`src/hdl/csg_pkg.sv`:
```
// shared constants, types and functions of the crc16 length stamp generator
package csg_pkg;

    localparam int DataW      = 8;
    localparam int CharW      = 7;
    localparam int CrcW       = 16;
    localparam int CountW     = 16;
    localparam int NibbleW    = 4;
    localparam int StampChars = 8;
    localparam int IdxW       = $clog2(StampChars);

    localparam logic [CrcW-1:0]   CrcPoly  = 16'hA001;
    localparam logic [CrcW-1:0]   CrcInit  = '0;
    localparam logic [CountW-1:0] CountMax = '1;
    localparam logic [CharW-1:0]  CharZero = 7'h30;
    localparam logic [CharW-1:0]  CharA    = 7'h41;

    // finished message sums handed to the stamp serializer
    typedef struct packed {
        logic              load;
        logic [CrcW-1:0]   crc;
        logic [CountW-1:0] count;
    } t_stamp_load;

    // one byte of reflected crc-16, lsb first, unrolled over the eight bits
    function automatic logic [CrcW-1:0] crc_byte(input logic [CrcW-1:0] crc,
                                                 input logic [DataW-1:0] data);
        logic [CrcW-1:0] c;
        logic            fb;
        c = crc;
        for (int k = 0; k < DataW; k++) begin
            fb = c[0] ^ data[k];
            c  = c >> 1;
            if (fb) begin
                c = c ^ CrcPoly;
            end
        end
        return c;
    endfunction

    // uppercase ascii hex digit of a nibble
    function automatic logic [CharW-1:0] hex_char(input logic [NibbleW-1:0] nib);
        logic [CharW-1:0] wide;
        wide = {{(CharW-NibbleW){1'b0}}, nib};
        if (nib < NibbleW'(10)) begin
            return CharZero + wide;
        end
        return CharA + wide - CharW'(10);
    endfunction

endpackage

```
`src/hdl/csg_if.sv`:
```
// valid/ready channel interfaces for message bytes and stamp characters
interface csg_in_if import csg_pkg::*; ();
    logic             valid;
    logic             ready;
    logic [DataW-1:0] data_byte;
    logic             end_of_message;

    modport source (output valid, output data_byte, output end_of_message, input ready);
    modport sink   (input valid, input data_byte, input end_of_message, output ready);
endinterface

interface csg_out_if import csg_pkg::*; ();
    logic              valid;
    logic              ready;
    logic [CharW-1:0]  stamp_char;
    logic              last_of_stamp;
    logic [CrcW-1:0]   crc_value;
    logic [CountW-1:0] byte_count;

    modport source (output valid, output stamp_char, output last_of_stamp,
                    output crc_value, output byte_count, input ready);
    modport sink   (input valid, input stamp_char, input last_of_stamp,
                    input crc_value, input byte_count, output ready);
endinterface

```
`src/hdl/csg_crc_acc.sv`:
```
// input register with running crc-16 and saturating byte count
module csg_crc_acc import csg_pkg::*; (
    input  logic        i_clk,
    input  logic        i_rst_n,
    csg_in_if.sink      i_in,
    input  logic        i_can_load,
    output t_stamp_load o_load
);

    logic              r_valid;
    logic [DataW-1:0]  r_data;
    logic              r_eom;
    logic [CrcW-1:0]   r_crc;
    logic [CountW-1:0] r_count;

    logic [CrcW-1:0]   n_crc;
    logic [CountW-1:0] n_count;
    logic              consume;

    // fold the registered byte into the sums
    always_comb begin
        n_crc   = crc_byte(r_crc, r_data);
        n_count = (r_count == CountMax) ? r_count : r_count + CountW'(1);
    end

    // a final byte waits until the serializer can take the stamp
    assign consume     = r_valid && (!r_eom || i_can_load);
    assign i_in.ready  = !r_valid || consume;

    assign o_load.load  = r_valid && r_eom && i_can_load;
    assign o_load.crc   = n_crc;
    assign o_load.count = n_count;

    // control and running sums
    always_ff @(posedge i_clk) begin
        if (!i_rst_n) begin
            r_valid <= 1'b0;
            r_crc   <= CrcInit;
            r_count <= '0;
        end else begin
            if (i_in.ready) begin
                r_valid <= i_in.valid;
            end
            if (consume) begin
                if (r_eom) begin
                    r_crc   <= CrcInit;
                    r_count <= '0;
                end else begin
                    r_crc   <= n_crc;
                    r_count <= n_count;
                end
            end
        end
    end

    // byte payload of the accepted transaction
    always_ff @(posedge i_clk) begin
        if (i_in.valid && i_in.ready) begin
            r_data <= i_in.data_byte;
            r_eom  <= i_in.end_of_message;
        end
    end

endmodule

```
`src/hdl/csg_stamp_ser.sv`:
```
// turns crc and count into eight ascii hex characters sent one per transaction
module csg_stamp_ser import csg_pkg::*; (
    input  logic        i_clk,
    input  logic        i_rst_n,
    input  t_stamp_load i_load,
    output logic        o_can_load,
    csg_out_if.source   o_out
);

    localparam int CharsW = StampChars * CharW;

    logic                r_busy;
    logic [IdxW-1:0]     r_idx;
    logic [CharsW-1:0]   r_chars;
    logic [CrcW-1:0]     r_crc;
    logic [CountW-1:0]   r_count;

    logic [CharsW-1:0]   n_chars;
    logic [CrcW+CountW-1:0] stamp;
    logic                last;
    logic                take;

    // convert every nibble of the stamp, most significant first
    always_comb begin
        stamp = {i_load.crc, i_load.count};
        for (int k = 0; k < StampChars; k++) begin
            n_chars[k*CharW +: CharW] = hex_char(stamp[k*NibbleW +: NibbleW]);
        end
    end

    assign last       = (r_idx == IdxW'(StampChars - 1));
    assign take       = r_busy && o_out.ready;
    assign o_can_load = !r_busy || (take && last);

    assign o_out.valid         = r_busy;
    assign o_out.stamp_char    = r_chars[CharsW-1 -: CharW];
    assign o_out.last_of_stamp = last;
    assign o_out.crc_value     = r_crc;
    assign o_out.byte_count    = r_count;

    // character position and busy flag
    always_ff @(posedge i_clk) begin
        if (!i_rst_n) begin
            r_busy <= 1'b0;
            r_idx  <= '0;
        end else if (i_load.load) begin
            r_busy <= 1'b1;
            r_idx  <= '0;
        end else if (take) begin
            if (last) begin
                r_busy <= 1'b0;
            end
            r_idx <= r_idx + IdxW'(1);
        end
    end

    // character shift register and repeated sums
    always_ff @(posedge i_clk) begin
        if (i_load.load) begin
            r_chars <= n_chars;
            r_crc   <= i_load.crc;
            r_count <= i_load.count;
        end else if (take) begin
            r_chars <= r_chars << CharW;
        end
    end

endmodule

```
`src/hdl/crc16_length_stamp_generator.sv`:
```
// CRC-16/ARC length stamp generator: one message byte per cycle in while no
// final byte stalls; after the final byte of a message, eight ASCII hex
// characters out (four digits of the CRC, then four of the saturated byte count,
// most significant first), one per transaction, with the CRC and count repeated
// on each. A byte can be taken in every cycle in which no final byte stalls,
// since the eight-bit CRC update fits between the input register and the running
// sums. A final byte waits in the input register until the serializer can load
// its stamp, and the first stamp character is offered from the serializer's
// character register after that load. The stamp serializer holds one stamp; the
// next message's bytes keep flowing while it drains, and a final byte stalls in
// the input register until the serializer hands out its eighth character.
module crc16_length_stamp_generator import csg_pkg::*; (
    input  logic      i_clk,
    input  logic      i_rst_n,
    csg_in_if.sink    i_in,
    csg_out_if.source o_out
);

    t_stamp_load stamp_load;
    logic        can_load;

    // running crc and count
    csg_crc_acc u_crc_acc (
        .i_clk      (i_clk),
        .i_rst_n    (i_rst_n),
        .i_in       (i_in),
        .i_can_load (can_load),
        .o_load     (stamp_load)
    );

    // stamp character output
    csg_stamp_ser u_stamp_ser (
        .i_clk      (i_clk),
        .i_rst_n    (i_rst_n),
        .i_load     (stamp_load),
        .o_can_load (can_load),
        .o_out      (o_out)
    );

endmodule

```
`src/flat_wrapper.sv`:
```
// flat-port wrapper written by rule: the top's interface ports become plain ports
module crc16_length_stamp_generator_flat import csg_pkg::*;
  (i_clk, i_rst_n, i_in_valid, i_in_data_byte, i_in_end_of_message, i_in_ready, o_out_valid, o_out_stamp_char, o_out_last_of_stamp, o_out_crc_value, o_out_byte_count, o_out_ready);
  csg_in_if i_in_i ();
  csg_out_if o_out_i ();
  input  logic i_clk;
  input  logic i_rst_n;
  input wire logic [$bits(i_in_i.valid)-1:0] i_in_valid;
  input wire logic [$bits(i_in_i.data_byte)-1:0] i_in_data_byte;
  input wire logic [$bits(i_in_i.end_of_message)-1:0] i_in_end_of_message;
  output wire logic [$bits(i_in_i.ready)-1:0] i_in_ready;
  output wire logic [$bits(o_out_i.valid)-1:0] o_out_valid;
  output wire logic [$bits(o_out_i.stamp_char)-1:0] o_out_stamp_char;
  output wire logic [$bits(o_out_i.last_of_stamp)-1:0] o_out_last_of_stamp;
  output wire logic [$bits(o_out_i.crc_value)-1:0] o_out_crc_value;
  output wire logic [$bits(o_out_i.byte_count)-1:0] o_out_byte_count;
  input wire logic [$bits(o_out_i.ready)-1:0] o_out_ready;
  assign i_in_i.valid = i_in_valid;
  assign i_in_i.data_byte = i_in_data_byte;
  assign i_in_i.end_of_message = i_in_end_of_message;
  assign i_in_ready = i_in_i.ready;
  assign o_out_valid = o_out_i.valid;
  assign o_out_stamp_char = o_out_i.stamp_char;
  assign o_out_last_of_stamp = o_out_i.last_of_stamp;
  assign o_out_crc_value = o_out_i.crc_value;
  assign o_out_byte_count = o_out_i.byte_count;
  assign o_out_i.ready = o_out_ready;
  crc16_length_stamp_generator u_core (.i_clk(i_clk), .i_rst_n(i_rst_n), .i_in(i_in_i), .o_out(o_out_i));
endmodule
```
`config.mk`:
```
export PLATFORM = sky130hd
export DESIGN_NAME = crc16_length_stamp_generator_flat
export DESIGN_NICKNAME = d
export VERILOG_FILES = /design/src/hdl/csg_pkg.sv /design/src/hdl/csg_if.sv /design/src/hdl/csg_crc_acc.sv /design/src/hdl/csg_stamp_ser.sv /design/src/hdl/crc16_length_stamp_generator.sv /design/src/flat_wrapper.sv
export SDC_FILE = /design/constraint.sdc
export NUM_CORES = 1
export LEC_CHECK = 0
export BUFFER_PORTS_ARGS = -buffer_cell sky130_fd_sc_hd__buf_2
export CAP_MARGIN = 20
export CELL_PAD_IN_SITES_DETAIL_PLACEMENT = 1
export CELL_PAD_IN_SITES_GLOBAL_PLACEMENT = 1
export CORE_UTILIZATION = 51
export CTS_BUF_LIST = sky130_fd_sc_hd__clkbuf_8
export CTS_CLUSTER_SIZE = 40
export DETAILED_ROUTE_END_ITERATION = 7
export PLACE_DENSITY_LB_ADDON = 0.1
export SETUP_SLACK_MARGIN = 0.3
export SLEW_MARGIN = 20
export SYNTH_ARGS = -nofsm -noshare
export SYNTH_HDL_FRONTEND = slang
export SYNTH_HIERARCHICAL = 1
export SYNTH_SLANG_ARGS = --single-unit
```
`constraint.sdc`:
```
create_clock -name i_clk -period 7.2 [get_ports i_clk]
set_input_delay 0.72 -clock i_clk [delete_from_list [all_inputs] [get_ports i_clk]]
set_output_delay 0.72 -clock i_clk [all_outputs]
set_load 0.005 [all_outputs]
```
-- After elaboration in Yosys (flattened, before gate mapping)
Cells that the tools add are included.
- flip-flop bits (word level): 134
- bits in latches: 0
- memory bits (writable): 0
- ROM bits: 0
- input port bits: 13
- output and inout bits: 42
- memories kept: 0
- add/subtract/negate cells: 26
- multiply operators: 0
- divide/modulo/power cells: 0
- order comparisons: 8
- equal/unequal tests: 2
- shift operators: 0
- mux-type cells: 40
- bitwise logic cells: 17
- reductions and logical operators: 16
- operator list (cell ; count):
    two-way mux 16 bit ; 11
    two-way mux 56 bit ; 2
    two-way mux 7 bit ; 16
    adder 6 x 4 -> 7 bit (first input constant) ; 8
    adder 7 x 4 -> 7 bit (first input constant) ; 8
    subtractor 7 x 4 -> 7 bit (second input constant) ; 8
    < comparator 4 bit (second input constant) ; 8
    inverter 2 -> 3 bit ; 8
    adder 16 x 1 -> 16 bit (second input constant) ; 1
    == test 16 bit (second input constant) ; 1
    two-way mux 1 bit ; 11
    bitwise XOR 1 bit ; 8
    logical AND 1 bit ; 6
    nonzero test 2 bit ; 2
    adder 3 x 1 -> 3 bit (second input constant) ; 1
    == test 3 bit (second input constant) ; 1
    zero test 1 bit ; 3
    logical OR 1 bit ; 3
    AND reduction 2 bit ; 1
    OR reduction 2 bit ; 1
    inverter 1 bit ; 1

-- Logic depth before layout (Yosys ltp)
Gate-level depths: netlist of run 1.
- word-level depth: 20
- depth in mapped cells: 12
- gate-level depth less buffers: 10

-- Modules after synthesis
Netlist of run 1, hierarchy kept.
- modules (own cells, without submodules) (module ; times used ; cells each ; area an instance (um^2) ; seq. area each (um^2)):
    csg_stamp_ser ; 1 ; 313 ; 4075.2 ; 2722.6
    csg_crc_acc ; 1 ; 250 ; 2302.2 ; 930.9

-- Least setup slack after synthesis of run 1
OpenSTA, ideal clock, no wires.
- kind: in2reg
- from: in o_out_ready
- to: reg u_core.u_stamp_ser.r_chars[0] (enable)
- setup time: 415 ps
- data arrival time: 3379 ps
- required time: 6785 ps
- path slack: 3406 ps
- stages on the path: 6
- cells stage by stage: nand2_1 > nand2_1 > and3_1 > buf_4 > inv_2 > nand2_1
- RTL lines (what ; RTL line ; RTL):
    start, declared ; flat_wrapper.sv:17 ; input wire logic [$bits(o_out_i.ready)-1:0] o_out_ready;
    end signal, assigned ; csg_stamp_ser.sv:60 ; r_chars <= n_chars;
    end signal, assigned ; csg_stamp_ser.sv:64 ; r_chars <= r_chars << CharW;
    end, declared ; csg_stamp_ser.sv:14 ; logic [CharsW-1:0] r_chars;

==> impl_results.md, run 1 <==
- Post-route clock period utilization: a little over two fifths
- Syn_nets: roughly 590
- Fin Clk Skew: roughly 8.4 ps
- FILL cells: 1,303
- Die Height: 114 um
- Initial antenna violation count: 0
- Cell with the most instances after synthesis: edfxtp_1
- Worst reg2reg setup slack: 4140 ps
- Status: finished clean
- Chip Width: 114 um
- Total grt overflow: 0
- Util after Layout: 59.3%
- CTS tree: done
- Power Density: about 260 nW/um2
- TNS Setup: 0 ps
- CTS Root Buffer Type: clkbuf_8
- Ys async rst share: 0%
- Post-route ant nets: 0
- Fin nets: roughly 630
- Crit Path Max Fanout: 8
- Row count: 40
- GRT Overall Usage: 25.2%
- Largest net degree at the start of global routing: 93
- Pre-CTS WS: 4090 ps
- CTS sink count: 134
- Worst-Margin Slew: between 900 and 1000 ps
- DPL Wire Length: between 9000 and 10,000 um
- Design Area, Final: ~7000 um2
- DR pass1 iterations: 4
- Slew Viols, Final: 0
- Sequential fraction of the synthesis area: 57.3%
- Full die area: 13,000 um2
- Syn. warnings: 6
- Via count: 4,393
- First-pass GRT wire length: 24,300 um
- Worst-Skew Late Latency: 450 ps
- Leakage: 2.65 nW
- Crit start category: register
- Layout cells sized above 1: 19.0%
- Core footprint: 12,100 um2
- CTS Buf Count: 17
- Clock transition at the registers of the reported paths: 80 ps
- Syn avg cell area: 11.3 um2
- Fin. Hold Viols: 0
- Critical path arrival: around 3200 ps
- CTS Buffer Depth: 2
- Dominant cell type by area after synthesis: edfxtp_1
- WP buf/inv: 0
- Max cap viols: 0
- Final setup viols: 0
- Max incr delay on CP: 610 ps
- Mapped Cells: ~560
- Routed len/inst: 18.9 um
- Final Power: 1.85 mW
- Synth top area cells: edfxtp_1 46%, dfxtp_1 12%, a21oi_1 4.1%, xnor2_1 3.4%, mux2_2 2.5%
- Top FF cell, synth: edfxtp_1
- CP Class: reg -> reg
- Layout area overhead: 12.7%
- Setup bufs post-CTS: 0
- # port buffers: 54
- Critical Path End Type: register
- Min Tclk post-route: 3060 ps
- Post-synth top cells: 97 x edfxtp_1, 52 x a21oi_1, 42 x nand2_1
- CP max stage cell: xnor2_1
- Final Worst Setup Slack: 4140 ps
- H-tree levels: 4
- Final Wtd Congestion: 0.878
- Worst EP required: 7370 ps
- Relative slew slack: 36.3%
- DRT Wirelength: 14,800 um
- CP top delay family: simple AND/OR/NAND/NOR gates
- Post-CTS Resized: 0
- Yosys cell types: 54
- # IOs: 55
- Number of global-route vias before repair: 4,631
- Setup repair after global routing missed its margin: false
- Hold WC Path Type: in -> reg
- Area fraction of the dominant cell type after synthesis: 45.7%
- Dpl cell area: 6700 um2
- # diodes: 0
- Peak supply drop: 0.000150 V
- Drt via density: 5.60
- Initial Utilization: 52.7%
- DR iter-0 viols: 291
- EDFF count, synth: 97
- Synth Cell Area: 6380 um2
- Critical-path cell list: ha_1, nand4_1, nor2_1, nand4_1, xnor2_1, o21ai_1, xnor2_1, a21oi_1
- # DRC: 0
- Hold Buf Count CTS: 0
- #FFs+latches synth: 134
- Max Clock Freq: ~330 MHz
[placed cells by master, fill, tap and decap left out, types with 8 or more instances in the layout]
| cell type | n |
|---|---|
| edfxtp_1 | 97 |
| mux2_2 | 14 |
| a31oi_1 | 8 |
| ha_1 | 11 |
| buf_2 | 54 |
| a21oi_1 | 52 |
| xnor2_1 | 25 |
| dfxtp_1 | 37 |
| clkbuf_8 | 19 |
| nor2_1 | 40 |
| o21a_1 | 10 |
| nor2b_1 | 9 |
| a22oi_1 | 11 |
| o21ai_0 | 21 |
| inv_1 | 34 |
| nand3_1 | 15 |
| nand2_1 | 41 |
[path summary, 6_finish.rpt]
check / to / cells after the start / start
setup reg to reg: u_core/u_stamp_ser/r_chars[14] / 8 / u_core/u_crc_acc/r_count[0]
hold / removal: u_core/u_crc_acc/r_data[0] / 1 / i_in_data_byte[0]
hold reg to reg: u_core/u_stamp_ser/r_idx[1] / 2 / u_core/u_stamp_ser/r_idx[1]
setup / recovery: u_core/u_stamp_ser/r_chars[14] / 8 / u_core/u_crc_acc/r_count[0]
[logic make-up after synthesis]
logic type | share of synthesized area (%)
multiplexers | 2.63
AO/OA/AOI/OAI | 13.7
XOR/XNOR | 6.95
adder cells (fa/ha/maj) | 2.16
buffers and inverters | 5.32
AND/OR/NAND/NOR | 12.0
flip-flops | 57.3
[flip-flops by register name, summed over array words and instances (netlist names), 3 cells and up]
signal                               count
u_core/u_stamp_ser/o_out.crc_value      16
u_core/u_stamp_ser/o_out.byte_count     16
u_core/u_stamp_ser/r_chars              56
u_core/u_crc_acc/r_data                  8
u_core/u_crc_acc/r_crc                  16
u_core/u_crc_acc/r_count                16
u_core/u_stamp_ser/r_idx                 3
[area by class of cell]
type	instances	area (um2)	share of cell area [%]
clock buffers	19	262	3.64
clock inverters	13	228	3.17
inverters	37	139	1.93
multi-input cells	356	2390	33.3
flip-flops and latches	134	3650	50.9
well taps	168	210	2.93
repair buffers	58	300	4.18
[power breakdown]
group | internal, mW | switching, mW | total (mW)
Combinational | 0.0797 | 0.129 | 0.209
Clock | 0.464 | 0.293 | 0.757
Sequential | 0.868 | 0.0167 | 0.885
[stage by stage]
| step | instances | hold slack [ps] |
|---|---|---|
| final | 785 | 437 |
| after global routing | 785 | 405 |
| after CTS | 785 | 401 |
| after detailed placement | 753 | 459 |
| after global placement | 753 | 451 |
| after floorplan | 563 | 439 |
[per-layer routing]
layer | track usage [%] | vias to the layer above | wire (um)
li1 | - | 2114 | -
met5 | 0 | - | 0
met2 | 44.5 | 91 | 7720
met3 | 5.31 | 22 | 558
met4 | 10.6 | 0 | 244
met1 | 29.7 | 2166 | 6300
[worst reg2reg max path, delay by kind of cell, from the launching register on]
family / cells / cell delay, ps
xor gates and xnor gates: 2 / 830
DFF: 1 / 440
AOI/OAI and AO/OA: 2 / 290
adders and majority gates: 1 / 260
and+or+nand+nor: 3 / 950
No activity file was read; power rests on OpenSTA's default activity.
==> run 2, diff against run 1 <==
--- a/config.mk
+++ b/config.mk
@@ -9,7 +9,7 @@
 export CAP_MARGIN = 20
 export CELL_PAD_IN_SITES_DETAIL_PLACEMENT = 1
 export CELL_PAD_IN_SITES_GLOBAL_PLACEMENT = 1
-export CORE_UTILIZATION = 51
+export CORE_UTILIZATION = 50
 export CTS_BUF_LIST = sky130_fd_sc_hd__clkbuf_8
 export CTS_CLUSTER_SIZE = 40
 export DETAILED_ROUTE_END_ITERATION = 7
==> constraint.sdc (replaced) <==
create_clock -name i_clk -period 2.9 [get_ports i_clk]
set_input_delay 0.29 -clock i_clk [delete_from_list [all_inputs] [get_ports i_clk]]
set_output_delay 0.29 -clock i_clk [all_outputs]
set_load 0.005 [all_outputs]
==> impl_results.md, run 2 (same netlist as run 1, synthesis figures left out) <==
- Status: finished clean
- CTS sink count: 134 (unchanged)
- Worst EP required: 3100 ps (-4270 ps)
- FILL cells: 1,316 (+1.0%)
- Worst Min Path Start: i_in_data_byte[3]
- # IOs: 55 (unchanged)
- Min Tclk post-route: 2730 ps (-324 ps)
- Leakage: 2.88 nW (+8.9%)
- WHS: 25.2 ps (-412 ps)
- Crit path to: u_core/u_stamp_ser/r_chars[29]
- Core footprint: 12,200 um2 (+0.83%)
- Largest reg by FF count: u_core/u_stamp_ser/r_chars
- Comb power frac: 16.5% (+5.2 points)
- Net Sw Power: 1.15 mW (+160%)
- Drt via density: 5.67 (+1.2%)
- CTS Buf Count: 17 (unchanged)
- Final Worst Setup Slack: 165 ps (-3980 ps)
- Power Density: 594 nW/um2 (+130%)
- Util after Layout: 62.6% (+3.3 points)
- CP max stage cell: xnor3_1
- Setup repair after global routing missed its margin: true
- CP Launch Point: u_core/u_crc_acc/r_data[0]
- Chip Width: 115 um (+0.98%)
- CTS tree: done
- CP Class: reg -> reg
- Initial antenna violation count: 0 (unchanged)
- Via count: 4,691 (+6.8%)
- GRT Overall Usage: 25.4% (+0.22 points)
- Number of global-route vias before repair: 4,839 (+4.5%)
- Dpl cell area: 6930 um2 (+3.4%)
- CTS Buffer Depth: 2 (unchanged)
- CTS Root Buffer Type: clkbuf_8
- Slew Viols, Final: 0 (unchanged)
- Max incr delay on CP: 450 ps (-160 ps)
- Sequential share of power: 48.3% (+0.5 points)
- Die Height: 115 um (+0.98%)
- Final Wtd Congestion: 0.820 (-6.6%)
- R2r startpoint: u_core/u_crc_acc/r_data[0]
- Sw frac: 25.3% (+1.6 points)
- Fin nets: 671 (+6.8%)
- Fin. Hold Viols: 0 (unchanged)
- R2R depth: 9 (+1)
- Post-route ant nets: 0 (unchanged)
- Hold WC Path Type: in -> reg
- Max Clock Freq: 366 MHz (+12%)
- Full die area: 13,200 um2 (+2.0%)
- Worst reg2reg setup slack: 170 ps (-3980 ps)
- Register area: 3660 um2 (+0.10%)
- DPL Wire Length: 10,500 um (+5.2%)
- DR iter-0 viols: 293 (+0.69%)
- Worst-Margin Slew: 694 ps (-262 ps)
- DRT Wirelength: 16,200 um (+9.1%)
- # port buffers: 54 (unchanged)
- Design Area, Final: 7650 um2 (+6.4%)
- H-tree levels: 4 (unchanged)
- Layout area overhead: 19.9%
- Fin Clk Skew: 10.8 ps (+2.45 ps)
- Relative slew slack: 53.2% (+17 points)
- Total grt overflow: 0 (unchanged)
- # DRC: 0 (unchanged)
- Crit Path Max Fanout: 2 (-6)
- DR pass1 iterations: 4 (unchanged)
- Clock transition at the registers of the reported paths: 80 ps (about the same)
- Final setup viols: 0 (unchanged)
- Routed len/inst: 19.5 um (+3.4%)
- Area occupied by multi-input gates: 2560 um2 (+7.0%)
- Max cap viols: 0 (unchanged)
- Fin cells: 828 (+5.5%)
- Pre-CTS WS: 48.3 ps (-4040 ps)
- Layout cells sized above 1: 28.2% (+9.2 points)
- Clock Power Share: 35.3% (-5.6 points)
- Crit start category: register
- Critical Path End Type: register
- Largest net degree at the start of global routing: 60 (-35%)
- Post-route clock period utilization: 94.3% (+52 points)
- Critical path arrival: 2930 ps (-300 ps)
- Initial Utilization: 52.2% (-0.43 points)
- Most frequent cells in the layout: 97 x edfxtp_1, 54 x buf_2, 46 x a21oi_1, 40 x nand2_1, 38 x buf_4
- Reg-to-reg endpoint: u_core/u_stamp_ser/r_chars[29]
- Critical-path cell list: xnor2_2, xnor3_1, xnor3_2, xor3_1, inv_2, inv_4, ha_4, a21oi_2, mux2_4
- Most common cell after layout, fill and taps aside: edfxtp_1
- Row count: 40 (unchanged)
- Peak supply drop: 0.000281 V (+88%)
- Worst-Skew Late Latency: 450 ps (about the same)
- Placed cells: 776 (+3.1%)
- First-pass GRT wire length: 24,700 um (+1.8%)
- Largest register FFs: 56 (unchanged)
- TNS Setup: 0 ps (unchanged)
- P_int: 3.39 mW (+140%)
- # diodes: 0 (unchanged)
- Final Power: 4.54 mW (+150%)
-- run 2: cell count changes in the layout (fill, tap and decap cells not counted), moves of 4 or more --
cell / before / now
buf_4: 4 / 38
a21oi_1: 52 / 46
a21oi_2: 0 / 6
dlygate4sd3_1: 0 / 6
xnor2_1: 25 / 20
xnor2_2: 2 / 7
xor2_1: 7 / 3
-- run 2: power by group through the flow --
stage | clock network [mW] | logic [mW] | registers [mW]
6_report | 1.60 | 0.748 | 2.19
5_1_grt | 1.71 | 0.804 | 2.20
4_1_cts | 1.64 | 0.590 | 2.19
3_5_place_dp | 0 | 0.573 | 2.23
3_3_place_gp | 0 | 0.540 | 2.23
2_1_floorplan | 0 | 0.379 | 2.22
-- run 2: critical path: cells and delay by family (launching register included) --
family / cells / cell delay, ps
multiplexers: 1 / 270
buffers and inverters: 2 / 170
XOR/XNOR: 4 / 1330
AO/OA/AOI/OAI: 1 / 40
flip-flops: 1 / 410
adder cells (fa/ha/maj): 1 / 260
-- run 2: repair_timing --
item | 4_1_cts | 5_1_grt
gates resized for setup | 6 | 36
setup endpoints to repair | 22 | 32
cloned | 0 | 0
hold buffers | 5 | 1
hold endpoints to repair | 5 | 1
setup buffers | 7 | 7
pin swaps | 4 | 11
-- run 2: worst min path at each step --
stage	end	slack [ps]	depth (start not counted)
3_3_place_gp	u_core/u_stamp_ser/r_idx[1]	450	2
5_1_grt	u_core/u_crc_acc/r_data[3]	-0.2	1
6_report	u_core/u_crc_acc/r_data[3]	30	1
2_1_floorplan	u_core/u_crc_acc/r_data[0]	390	0
4_1_cts	u_core/u_crc_acc/r_data[5]	0.2	1
3_5_place_dp	u_core/u_stamp_ser/r_idx[2]	460	2
-- run 2: metal layers --
metal / GRT usage [%] / routed length (um)
met5: 0 / 0
met4: 9.00 / 383
met3: 6.54 / 787
met2: 47.5 / 8710
met1: 27.6 / 6280
-- run 2: final cells by class --
cell class                      count  share of cell area, %
Timing Repair Buffer              101                   8.72
Clock buffer                       20                   3.60
Multi-Input combinational cell    356                   33.5
Clock inverter                     12                   1.77
Tap cell                          168                   2.75
Sequential cell                   134                   47.8
Inverter                           37                   1.88
==> run 3, diff against run 2 <==
--- a/config.mk
+++ b/config.mk
@@ -9,11 +9,12 @@
 export CAP_MARGIN = 20
 export CELL_PAD_IN_SITES_DETAIL_PLACEMENT = 1
 export CELL_PAD_IN_SITES_GLOBAL_PLACEMENT = 1
+export CORE_ASPECT_RATIO = 0.9
 export CORE_UTILIZATION = 50
 export CTS_BUF_LIST = sky130_fd_sc_hd__clkbuf_8
 export CTS_CLUSTER_SIZE = 40
 export DETAILED_ROUTE_END_ITERATION = 7
-export PLACE_DENSITY_LB_ADDON = 0.1
+export PLACE_DENSITY = 0.8
 export SETUP_SLACK_MARGIN = 0.3
 export SLEW_MARGIN = 20
 export SYNTH_ARGS = -nofsm -noshare
==> impl_results.md, run 3 (same netlist as run 1, synthesis figures left out) <==
- CP top delay family: XOR/XNOR gates
- Core footprint: 12,200 um2 (about the same)
- Final Wtd Congestion: 0.854 (+4.1%)
- Worst hold stages: 3 (+2)
- TNS Setup: 0 ps (unchanged)
- Via count: 4,825 (+2.9%)
- Critical Path End Type: register
- Max Clock Freq: 373 MHz (+1.9%)
- Total grt overflow: 0 (unchanged)
- Register area: 3660 um2 (about the same)
- DR pass1 iterations: 5 (+1)
- Fin nets: 678 (+1.0%)
- Leakage: 2.92 nW (+1.4%)
- CP Class: reg -> reg
- WHS: 74.1 ps (+48.9 ps)
- CP max stage cell: xnor3_2
- Status: finished clean
- Largest net degree at the start of global routing: 71 (+18%)
- Routed len/inst: 21.2 um (+8.5%)
- Final Worst Setup Slack: 216 ps (+50.8 ps)
- GRT Overall Usage: 27.4% (+2.0 points)
- Area occupied by multi-input gates: 2580 um2 (+0.88%)
- Max cap viols: 0 (unchanged)
- Layout cells sized above 1: 28.8% (+0.60 points)
- CTS sink count: 134 (unchanged)
- Most common cell after layout, fill and taps aside: edfxtp_1
- Hold WC Path Type: in -> reg
- CP Depth: 10 (+1)
- Clock transition at the registers of the reported paths: 90 ps (about the same)
- Worst-Margin Slew: 815 ps (+121 ps)
- Worst reg2reg setup slack: 220 ps (+50 ps)
- CTS Buffer Depth: 2 (unchanged)
- Critical path arrival: 2920 ps (about the same)
- R2r startpoint: u_core/u_crc_acc/r_data[5]
- DRT Wirelength: 17,500 um (+8.4%)
- Largest reg by FF count: u_core/u_stamp_ser/r_chars
- CTS tree: done
- Final setup viols: 0 (unchanged)
- Power Density: 612 nW/um2 (+3.1%)
- # port buffers: 54 (unchanged)
- # DRC: 0 (unchanged)
- Post-route clock period utilization: 92.6% (-1.8 points)
- Min Tclk post-route: 2680 ps (-50.8 ps)
- Most common cell type on the critical path: xnor2_2
- Crit Path Max Fanout: 9 (+7)
- Worst EP required: 3140 ps (+40 ps)
- Row count: 38 (-5.0%)
- Max incr delay on CP: 480 ps (+30 ps)
- Number of global-route vias before repair: 4,889 (+1.0%)
- Critical-path cell list: xnor2_2, xnor2_2, xnor3_2, buf_6, xor2_4, inv_2, buf_4, nand2_1, o21bai_4, o21a_1
- DPL Wire Length: 10,600 um (+1.4%)
- Setup repair after global routing missed its margin: true
- # IOs: 55 (unchanged)
- Fin Clk Skew: 19.5 ps (+8.68 ps)
- H-tree levels: 4 (unchanged)
- Fin cells: 827 (-0.12%)
- CTS Buf Count: 17 (unchanged)
- Placed cells: 770 (-0.77%)
- Largest register FFs: 56 (unchanged)
- Crit start category: register
- Pre-CTS WS: 141 ps (+92.7 ps)
- First-pass GRT wire length: 26,400 um (+6.9%)
- Die Height: 109 um (-5.0%)
- Post-route ant nets: 0 (unchanged)
- Initial Utilization: 52.2% (about the same)
- Initial antenna violation count: 0 (unchanged)
- Worst-Skew Late Latency: 470 ps (+20 ps)
- # diodes: 0 (unchanged)
- FILL cells: 1,276 (-3.0%)
- Drt via density: 5.83 (+3.0%)
- Hold Path End: u_core/u_crc_acc/r_valid
- Reg-to-reg endpoint: u_core/u_stamp_ser/r_chars[53]
- Slew Viols, Final: 0 (unchanged)
- Relative slew slack: 45.3% (-7.9 points)
- Chip Width: 121 um (+5.3%)
- Layout area overhead: 21.7%
- Full die area: 13,200 um2 (about the same)
- CTS Root Buffer Type: clkbuf_8
- Util after Layout: 63.5% (+0.91 points)
- R2R depth: 10 (+1)
- Fin. Hold Viols: 0 (unchanged)
- Worst Min Path Start: i_in_valid
- Most frequent cells in the layout: 97 x edfxtp_1, 54 x buf_2, 50 x a21oi_1, 41 x buf_4
- Peak supply drop: 0.000564 V (+100%)
- WP buf/inv: 3 (+1)
- DR iter-0 viols: 392 (+34%)
==> run 3: cell types whose count changed in the layout (fill, tap and decap cells not counted), sizes merged <==
cell,delta
dlygate4sd3,+3
bufinv,+2
inv,-2
clkinvlp,+1
clkinv,+2
clkbuf,-3
buf,+4
==> run 3: stage by stage <==
| step | area (um2) | total power, mW |
|---|---|---|
| floorplan | 6410 | 2.60 |
| global placement | 6940 | 2.77 |
| detailed placement | 6940 | 2.80 |
| CTS | 7610 | 4.61 |
| global route | 7760 | 4.91 |
| finish | 7760 | 4.75 |
==> run 3: final cells by class <==
class / count / area share [%]
Inverter: 37 / 1.79
Sequential cell: 134 / 47.1
Clock buffer: 17 / 3.01
Timing Repair Buffer: 108 / 9.52
Multi-Input combinational cell: 356 / 33.2
Tap cell: 160 / 2.58
Clock inverter: 15 / 2.72
==> run 3: routing by layer <==
metal	part of all wire (%)	vias to the layer above	track usage, %
met5	0	-	0
met3	4.5	33	6.49
met2	52	153	48.9
met4	2.5	0	10.8
li1	-	2218	-
met1	41	2421	31.8
==> run 3: worst max path at each step <==
stage	start	endpoint	slack, ps
after floorplan	u_core/u_crc_acc/r_count[0]	u_core/u_stamp_ser/r_chars[15]	330
after global placement	u_core/u_crc_acc/r_count[1]	u_core/u_stamp_ser/r_chars[8]	310
after detailed placement	u_core/u_crc_acc/r_count[1]	u_core/u_stamp_ser/r_chars[8]	140
after CTS	u_core/u_crc_acc/r_count[2]	u_core/u_stamp_ser/r_chars[23]	280
after global routing	u_core/u_crc_acc/r_data[5]	u_core/u_stamp_ser/r_chars[53]	140
final	u_core/u_crc_acc/r_data[5]	u_core/u_stamp_ser/r_chars[53]	220
==> run 3: power by group <==
group	total (mW)	internal (mW)	switching, mW
Combinational	0.799	0.354	0.444
Clock	1.76	1.01	0.753
Sequential	2.19	2.15	0.0386
==> run 3: repair_timing <==
| item | CTS | global route |
|---|---|---|
| endpoints found under the setup margin | 20 | 34 |
| setup buffers | 9 | 7 |
| hold buffers | 9 | 0 |
| pin swaps | 10 | 8 |
| resized for setup | 14 | 29 |
| hold endpoints to repair | 9 | 0 |
==> run 3: worst register-to-register path, stage by stage, from the launching register on <==
cell and delay [ps]:
edfxtp_1 430, xnor2_2 310, xnor2_2 170, xnor3_2 480, buf_6 180, xor2_4 200, inv_2 140, buf_4 140
nand2_1 100, o21bai_4 210, o21a_1 110
